`src/hw/rtl/msbr_pkg.sv`:
```
// msbr_pkg: shared types and constants for the msb-first bitstream reader
// no dependencies; imported by msbr_front, msbr_back and the top level

package msbr_pkg;

  // fixed field widths of the word interface
  localparam int MODE_W   = 2;
  localparam int BYTE_W   = 8;
  localparam int COUNT_W  = 5;
  localparam int VALUE_W  = 24;
  localparam int STATUS_W = 2;

  // look-ahead window: largest alignment skip plus largest count
  localparam int WIN_BITS = 32;
  localparam int SHAMT_W  = 6;

  localparam logic [BYTE_W-1:0] STUFF_BYTE = 8'h7F;

  // depth of the queue between front and back
  localparam int QUEUE_DEPTH = 2;

  typedef enum logic [MODE_W-1:0] {
    OP_PUSH  = 2'd0,
    OP_PEEK  = 2'd1,
    OP_GET   = 2'd2,
    OP_ALIGN = 2'd3
  } op_t;

  typedef enum logic [STATUS_W-1:0] {
    ST_OK    = 2'd0,
    ST_SHORT = 2'd1,
    ST_FULL  = 2'd2
  } status_t;

  // one classified word waiting for the back end
  typedef struct packed {
    op_t                op;
    logic [BYTE_W-1:0]  data;
    logic [COUNT_W-1:0] count;
  } entry_t;

  // queue state seen by the back end
  typedef struct packed {
    logic head_valid;
  } q_stat_t;

endpackage

```
`src/hw/rtl/msbr_front.sv`:
```
// msbr_front: input acceptance, mode decode and count saturation,
// feeding a short queue toward the back end; depends on msbr_pkg

module msbr_front #(
  parameter int MAX_PEEK = 24
) (
  input  logic                            clk,
  input  logic                            rst_n,
  input  logic                            in_valid,
  output logic                            in_stall,
  input  logic [msbr_pkg::MODE_W-1:0]     in_mode,
  input  logic [msbr_pkg::BYTE_W-1:0]     in_data_byte,
  input  logic [msbr_pkg::COUNT_W-1:0]    in_bit_count,
  input  logic                            pop,
  output msbr_pkg::entry_t                head,
  output msbr_pkg::q_stat_t               q_stat
);
  import msbr_pkg::*;

  localparam int PTR_W = $clog2(QUEUE_DEPTH);
  localparam int LVL_W = $clog2(QUEUE_DEPTH + 1);

  entry_t             slot_r [QUEUE_DEPTH];
  logic [PTR_W-1:0]   wr_ptr_r, wr_ptr_nxt;
  logic [PTR_W-1:0]   rd_ptr_r, rd_ptr_nxt;
  logic [LVL_W-1:0]   level_r, level_nxt;
  entry_t             incoming;
  logic               push;

  // classify the incoming word: decode mode, clamp the count
  always_comb begin
    incoming.op    = op_t'(in_mode);
    incoming.data  = in_data_byte;
    incoming.count = (in_bit_count > COUNT_W'(MAX_PEEK)) ? COUNT_W'(MAX_PEEK) : in_bit_count;
  end

  assign in_stall          = (level_r == LVL_W'(QUEUE_DEPTH));
  assign push              = in_valid && !in_stall;
  assign head              = slot_r[rd_ptr_r];
  assign q_stat.head_valid = (level_r != '0);

  // pointer and fill level update
  always_comb begin
    wr_ptr_nxt = wr_ptr_r;
    rd_ptr_nxt = rd_ptr_r;
    level_nxt  = level_r;
    if (push) begin
      wr_ptr_nxt = (wr_ptr_r == PTR_W'(QUEUE_DEPTH - 1)) ? '0 : wr_ptr_r + 1'b1;
    end
    if (pop) begin
      rd_ptr_nxt = (rd_ptr_r == PTR_W'(QUEUE_DEPTH - 1)) ? '0 : rd_ptr_r + 1'b1;
    end
    if (push && !pop) begin
      level_nxt = level_r + 1'b1;
    end else if (pop && !push) begin
      level_nxt = level_r - 1'b1;
    end
  end

  always_ff @(posedge clk) begin
    if (!rst_n) begin
      wr_ptr_r <= '0;
      rd_ptr_r <= '0;
      level_r  <= '0;
    end else begin
      wr_ptr_r <= wr_ptr_nxt;
      rd_ptr_r <= rd_ptr_nxt;
      level_r  <= level_nxt;
    end
  end

  // queue storage, no reset needed
  always_ff @(posedge clk) begin
    if (push) begin
      slot_r[wr_ptr_r] <= incoming;
    end
  end

endmodule

```
`src/hw/rtl/msbr_back.sv`:
```
// msbr_back: bit buffer, fill count and execution of push, peek, get and
// aligned peek, with the result output register; depends on msbr_pkg

module msbr_back #(
  parameter int BUFFER_BITS = 64,
  parameter int HELD_W      = $clog2(BUFFER_BITS + 1)
) (
  input  logic                            clk,
  input  logic                            rst_n,
  input  msbr_pkg::entry_t                head,
  input  msbr_pkg::q_stat_t               q_stat,
  output logic                            pop,
  output logic [HELD_W-1:0]               held,
  output logic                            out_valid,
  input  logic                            out_stall,
  output logic [msbr_pkg::VALUE_W-1:0]    out_bits_value,
  output logic [msbr_pkg::STATUS_W-1:0]   out_status,
  output logic                            out_byte_aligned
);
  import msbr_pkg::*;

  // buffer is msb-first: bit BUFFER_BITS-1 is the next bit to read
  logic [BUFFER_BITS-1:0] buf_r, buf_nxt;
  logic [HELD_W-1:0]      held_r, held_nxt;
  logic                   out_valid_r;
  logic [VALUE_W-1:0]     value_r, value_nxt;
  status_t                status_r, status_nxt;
  logic                   aligned_r;

  logic [WIN_BITS-1:0]    top;
  logic [WIN_BITS-1:0]    window;
  logic [WIN_BITS-1:0]    mask;
  logic [WIN_BITS-1:0]    picked;
  logic [3:0]             skip;
  logic [SHAMT_W-1:0]     need;
  logic                   stuffed;
  logic                   short_buf;
  logic                   full_buf;
  logic [HELD_W-1:0]      push_shamt;

  assign pop  = q_stat.head_valid && (!out_valid_r || !out_stall);
  assign held = held_r;

  // look-ahead window and alignment skip
  always_comb begin
    top     = buf_r[BUFFER_BITS-1 -: WIN_BITS];
    stuffed = (held_r >= HELD_W'(8)) && (top[WIN_BITS-1 -: BYTE_W] == STUFF_BYTE);
    skip    = 4'd0;
    if (head.op == OP_ALIGN) begin
      if (held_r[2:0] != 3'd0) begin
        skip = {1'b0, held_r[2:0]};
      end else if (stuffed) begin
        skip = 4'd8;
      end
    end
    need      = SHAMT_W'(skip) + SHAMT_W'(head.count);
    short_buf = ((HELD_W + 1)'(need) > (HELD_W + 1)'(held_r));
    window    = top >> (SHAMT_W'(WIN_BITS) - need);
    mask      = {WIN_BITS{1'b1}} >> (SHAMT_W'(WIN_BITS) - SHAMT_W'(head.count));
    picked    = window & mask;
    full_buf  = ((HELD_W + 1)'(held_r) + (HELD_W + 1)'(8)) > (HELD_W + 1)'(BUFFER_BITS);
    push_shamt = HELD_W'(BUFFER_BITS - 8) - held_r;
  end

  // execute the head word
  always_comb begin
    buf_nxt    = buf_r;
    held_nxt   = held_r;
    value_nxt  = '0;
    status_nxt = ST_OK;
    unique case (head.op) inside
      OP_PUSH: begin
        if (full_buf) begin
          status_nxt = ST_FULL;
        end else begin
          buf_nxt  = buf_r | (BUFFER_BITS'(head.data) << push_shamt);
          held_nxt = held_r + HELD_W'(8);
        end
      end
      OP_PEEK, OP_GET, OP_ALIGN: begin
        if (head.count == '0) begin
          value_nxt = '0;
        end else if (short_buf) begin
          status_nxt = ST_SHORT;
        end else begin
          value_nxt = VALUE_W'(picked);
          if (head.op == OP_GET) begin
            buf_nxt  = buf_r << head.count;
            held_nxt = held_r - HELD_W'(head.count);
          end
        end
      end
    endcase
  end

  // state and output valid
  always_ff @(posedge clk) begin
    if (!rst_n) begin
      buf_r       <= '0;
      held_r      <= '0;
      out_valid_r <= 1'b0;
    end else if (pop) begin
      buf_r       <= buf_nxt;
      held_r      <= held_nxt;
      out_valid_r <= 1'b1;
    end else if (!out_stall) begin
      out_valid_r <= 1'b0;
    end
  end

  // result payload
  always_ff @(posedge clk) begin
    if (pop) begin
      value_r   <= value_nxt;
      status_r  <= status_nxt;
      aligned_r <= (held_nxt[2:0] == 3'd0);
    end
  end

  assign out_valid        = out_valid_r;
  assign out_bits_value   = value_r;
  assign out_status       = status_r;
  assign out_byte_aligned = aligned_r;

endmodule

```
`src/hw/rtl/msb_first_bitstream_reader.sv`:
```
// msb_first_bitstream_reader: an accepted word is written into the queue,
// then executed on the bit buffer in msbr_back into the result register; one
// word per cycle is taken while the result output is not stalled.
// a two-entry queue decouples input acceptance from result back-pressure.
// reset (synchronous, rst_n low) clears the bit buffer, fill count, queue
// and output valid.

module msb_first_bitstream_reader #(
  parameter int BUFFER_BITS = 64,
  parameter int MAX_PEEK    = 24
) (
  input  logic                            clk,
  input  logic                            rst_n,
  input  logic                            in_valid,
  output logic                            in_stall,
  input  logic [msbr_pkg::MODE_W-1:0]     in_mode,
  input  logic [msbr_pkg::BYTE_W-1:0]     in_data_byte,
  input  logic [msbr_pkg::COUNT_W-1:0]    in_bit_count,
  output logic                            out_valid,
  input  logic                            out_stall,
  output logic [msbr_pkg::VALUE_W-1:0]    out_bits_value,
  output logic [msbr_pkg::STATUS_W-1:0]   out_status,
  output logic                            out_byte_aligned
);
  import msbr_pkg::*;

  localparam int HELD_W = $clog2(BUFFER_BITS + 1);

  entry_t            head;
  q_stat_t           q_stat;
  logic              pop;
  logic [HELD_W-1:0] held;

  // front: accept and classify
  msbr_front #(
    .MAX_PEEK (MAX_PEEK)
  ) u_front (
    .clk          (clk),
    .rst_n        (rst_n),
    .in_valid     (in_valid),
    .in_stall     (in_stall),
    .in_mode      (in_mode),
    .in_data_byte (in_data_byte),
    .in_bit_count (in_bit_count),
    .pop          (pop),
    .head         (head),
    .q_stat       (q_stat)
  );

  // back: bit buffer and results
  msbr_back #(
    .BUFFER_BITS (BUFFER_BITS),
    .HELD_W      (HELD_W)
  ) u_back (
    .clk              (clk),
    .rst_n            (rst_n),
    .head             (head),
    .q_stat           (q_stat),
    .pop              (pop),
    .held             (held),
    .out_valid        (out_valid),
    .out_stall        (out_stall),
    .out_bits_value   (out_bits_value),
    .out_status       (out_status),
    .out_byte_aligned (out_byte_aligned)
  );

  // fill count never passes the buffer size
  a_held_bound: assert property (@(posedge clk) disable iff (!rst_n)
    held <= HELD_W'(BUFFER_BITS))
    else $error("bit buffer fill count above buffer size");

  // an accepted word is waiting in the queue on the next cycle
  a_queue_catch: assert property (@(posedge clk) disable iff (!rst_n)
    (in_valid && !in_stall) |=> q_stat.head_valid)
    else $error("accepted word missing from queue");

  // the back end never overwrites a stalled result
  a_no_overwrite: assert property (@(posedge clk) disable iff (!rst_n)
    pop |-> !(out_valid && out_stall))
    else $error("result register overwritten while stalled");

endmodule
```
`config.mk`:
```
export PLATFORM = sky130hd
export DESIGN_NAME = msb_first_bitstream_reader
export DESIGN_NICKNAME = d
export VERILOG_FILES = /design/src/hw/rtl/msbr_pkg.sv /design/src/hw/rtl/msbr_front.sv /design/src/hw/rtl/msbr_back.sv /design/src/hw/rtl/msb_first_bitstream_reader.sv
export SDC_FILE = /design/constraint.sdc
export NUM_CORES = 1
export LEC_CHECK = 0
export ABC_CLOCK_PERIOD_IN_PS = 5810
export BUFFER_PORTS_ARGS = -buffer_cell sky130_fd_sc_hd__buf_4
export CAP_MARGIN = 20
export CORE_MARGIN = 5
export CORE_UTILIZATION = 45
export CTS_CLUSTER_DIAMETER = 150
export DETAILED_ROUTE_END_ITERATION = 6
export HOLD_SLACK_MARGIN = 0.03
export SLEW_MARGIN = 15
export SYNTH_ARGS = -nofsm -noshare
export SYNTH_HDL_FRONTEND = slang
export SYNTH_SLANG_ARGS = --single-unit
```
`constraint.sdc`:
```
create_clock -name clk -period 5.81 [get_ports clk]
set_input_delay 1.162 -clock clk [delete_from_list [all_inputs] [get_ports clk]]
set_output_delay 1.162 -clock clk [all_outputs]
set_load 0.02 [all_outputs]
```
==> reports/results.txt <==
For this design the static power due to leakage is 5.180 nW. After layout, the worst path uses 91.04% of the clock period. Traced cell by cell, the critical path runs through inv_1 -> ha_1 -> ha_1 -> nor3_1 -> ha_2 -> inv_1 -> fa_1 -> nor2b_1 -> o21ai_0 -> a21oi_1 -> and2b_2 -> inv_1 -> ha_1 -> a21o_1 -> a21o_1 -> o221ai_2 -> nor4b_2 -> mux2i_2 -> or3_1 -> nor3b_1. The worst setup path category is reg -> reg. 48 I/O pins were placed. Setup violations remaining at the end of the flow were counted as 0. The flow ran to the end, and the final reports show no timing, DRC or antenna violations.

Setup total negative slack on the finished layout was measured at 0 ns. The run gives 11210 as the number of global-route vias before repair. CTS placed an instance of clkbuf_16 at the clock tree root. A synthesized cell averages 8.945 um2. Dividing total power by cell area gives a power density of 582.3 nW/um2. For the pin with the worst max-slew slack, the measured transition is 1.091 ns. Timing would allow up to 189.1 MHz. The tools report the number of nets still failing antenna checks after routing as 0. The main combinational cell family by area after synthesis was multiplexers. The run gives 1 as the initial antenna violation count. The number of nets in the finished design came out at 1431. Detail-routed via count per cell: 6.728.

The first detailed-routing pass ran for 7 iterations. The first global-routing pass estimated 68.15 mm of wire. The number of enable flip-flop cells after synthesis is 57, and the quantity of I/O buffers inserted on ports is 47.

The part of the Yosys area used for sequential elements came out at 26.14%. In this design, the stage delay of the slowest critical-path cell is 0.54 ns. Headroom to the max-slew limit came out at 26.48%.

The finished cells cover 13620 um2. Sorting the synthesized cells by how often they occur yields 143 x nand2_1, 123 x mux2i_1, 123 x nor2_1. edfxtp_1 takes more of the synthesized area than any other cell. TritonCTS built the clock tree. The slowest library cell on the worst path is or3_1.

After synthesis, the share of cell area in mux cells is 23.56%. Counting flops and latches in the post-synthesis netlist gives 134. The top cell type by area accounts for 13.76% of the synthesized area.

For the worst setup path, the data arrival time is 5.55 ns. For this design, the sink count on the clock tree is 134. The share of layout cells above drive strength 1 came out at 17.12%. The sum of internal, switching and leakage power is 7.929 mW, and the compound-gate portion of the synthesized area is 22.79%. The tools report the launching element type of the critical path as a flip-flop. Number of levels in the clock H-tree: 4. The most used flip-flop cell after synthesis is dfxtp_1. By instance count, the leading cell after synthesis is nand2_1.

Summing the areas of all fa, ha and maj instances in the mapped netlist gives 3.037% of the synthesized area. After detailed placement, the total cell area comes to 12980 um2. After synthesis, the cell types taking the most area are edfxtp_1 14%, dfxtp_1 12%, mux2i_1 9.9%.

The final layout contains routed wiring with a total length of 44.66 mm. Compared with the post-synthesis result, the final layout area differs by 9.432%. Worst min-delay path category: reg -> reg.

The floorplan die area is 31080 um2. The number of library cell types mapped by synthesis is 92, and the xor-xnor portion of the synthesized cell area is 2.051%. The maximum fanout along the worst path was 11.

Global routing finished with a remaining overflow of 0. For the insertion delay to the later sink of the worst-skew pair, the log shows 0.44 ns. The post-synth net total was 1439.

For this run, asynchronously set or reset flops after synthesis account for 0%. Global routing consumed, over all layers together, 28.14% of the routing resources. Once routing completed, OpenROAD measured the worst setup slack at 0.5205 ns.

After legalization and detailed placement, the total HPWL measured 32.15 mm. The final routed wire length divided by cell count was 25.25 um; the largest voltage drop on the vdd net was 0.3644 mV. The cell area after synthesis came out at 12440 um2. The number of warnings printed during yosys synthesis came out at 0. The tools report the maximum root-to-sink buffer count as 2.

Buffers inserted during clock tree synthesis total 17. The simple-gate portion of the synthesized area was 16.62%; the die span in y was 176.3 um. The synthesized instance count was 1391; the number of DRC violations after detailed-routing iteration 0 was 1474. The tools report the number of standard-cell rows in the floorplan as 60. Between clock sinks in the finished design, the worst skew comes to 0.01261 ns. The floorplan die width is 176.3 um. The final-report hold violation count was 0; the setup slack at placement was 0.2962 ns. The tools report the total DRC errors in the routed layout as 0. The routed design could run at a clock period as short as 5.289 ns. The CTS clock-pin slew for the worst setup and hold paths was 0.07 ns. The top cell family by delay on the critical path is simple AND/OR/NAND/NOR gates. The tool flagged a number of max-cap violations equal to 0. At the end of the flow the core is filled with cells to 50.24%. Final max-slew violation count: 0. The logs give 45.91% for the initial standard-cell utilization of the core and 0.9794 for the global placement routability congestion.

The total area inside the core boundary comes to 27100 um2. For the via count, the log shows 11900. The pin count of the biggest net entering global routing came out at 49.

Required time of the critical path: 6.07 ns. STA classifies the critical path endpoint as a flip-flop. Counting both buffers and inverters, the worst setup path holds a total of 3. Setup repair after global routing left no endpoint under its margin.
flip-flops by register name, indices dropped and copies added (netlist names), named ones only:
| signal | cells |
|---|---|
| u_back.out_status | 2 |
| u_front.rd_ptr_r | 1 |
| u_back.held | 7 |
| u_front.slot_r | 30 |
| u_back.buf_r | 64 |
| u_front.wr_ptr_r | 1 |
| u_back.out_byte_aligned | 1 |
| u_front.level_r | 2 |
| u_back.out_bits_value | 24 |
| u_back.out_valid | 1 |
final timing paths:
path	from	end	slack [ns]	depth (start not counted)
setup reg to reg	u_back.held[1]	u_back.out_bits_value[20]	0.52	20
hold reg to reg	u_back.out_valid	u_back.out_valid	0.48	2
setup / recovery	u_back.held[1]	u_back.out_bits_value[20]	0.52	20
hold / removal	u_back.out_valid	u_back.out_valid	0.48	2
area by class of cell:
| type | instances | area (um2) |
|---|---|---|
| Timing Repair Buffer | 84 | 663.1 |
| Fill cell | 2579 | 13480 |
| Tap cell | 372 | 465.4 |
| Clock inverter | 15 | 156.4 |
| Clock buffer | 17 | 425.4 |
| Sequential cell | 134 | 3254 |
| Multi-Input combinational cell | 1112 | 8519 |
| Antenna cell | 1 | 2.502 |
| Inverter | 34 | 130.1 |
cells in the final DEF (no fill, tap or decap), drive strengths merged, types with 7 or more instances in the layout:
cell	netlist	final
nand2	143	143
nor2	127	127
mux2i	125	125
a21oi	91	91
buf	62	84
dfxtp	77	77
nor3	62	62
mux4	58	58
edfxtp	57	57
o21ai	56	56
o22ai	48	48
inv	32	41
a22oi	40	40
a211oi	39	39
nand3	32	32
mux2	28	28
ha	27	27
clkbuf	49	17
o211ai	12	12
o221ai	12	12
nor2b	11	11
a31oi	11	11
nand2b	11	11
xnor2	11	11
and2	10	10
or3	9	9
xor2	9	9
a311oi	8	8
o311a	8	8
a21o	7	7
a32oi	7	7
a2bb2oi	7	7
nor4	7	7
a221oi	7	7
stage by stage:
step                std cells  hold slack (ns)
floorplan                1391           0.4725
global placement         1735           0.4649
detailed placement       1735           0.4717
CTS                      1767           0.4828
global route             1768           0.5111
finish                   1769           0.4844
logic make-up (layout without fill, tap and decap cells):
logic type | after synthesis | in the layout
flip-flops | 134 | 134
AND/OR/NAND/NOR | 441 | 441
AO/OA/AOI/OAI | 409 | 409
buffers and inverters | 145 | 150
adder cells (fa/ha/maj) | 29 | 29
multiplexers | 211 | 211
XOR/XNOR | 22 | 22
other | 0 | 1
what timing repair did:
action | 4_1_cts | 5_1_grt
hold buffers | 0 | 0
endpoints found under the setup margin | 0 | 17
gates resized for setup | 0 | 3
setup buffers | 0 | 0
worst register-to-register path, stage by stage (launching register included):
cell and delay (ns):
dfxtp_1 0.41, inv_1 0.15, ha_1 0.28, ha_1 0.26, nor3_1 0.20, ha_2 0.23, inv_1 0.06, fa_1 0.48
nor2b_1 0.12, o21ai_0 0.10, a21oi_1 0.21, and2b_2 0.30, inv_1 0.07, ha_1 0.23, a21o_1 0.19, a21o_1 0.18
o221ai_2 0.32, nor4b_2 0.30, mux2i_2 0.24, or3_1 0.54, nor3b_1 0.27
layer usage:
metal / track usage, % / up-vias / part of all wire [%]
met3: 5.310 / 118 / 8.9
li1: - / 5387 / -
met4: 10.27 / 2 / 3.8
met5: 0 / - / 0.047
met1: 38.65 / 5730 / 42
met2: 44.38 / 665 / 46
power by group:
part	switching [mW]	total, mW	internal, mW
sequential	0.276	1.55	1.27
clock	0.499	1.11	0.607
combinational	3.37	5.28	1.90
total	4.15	7.93	3.78
(Power assumes the default switching activity.)
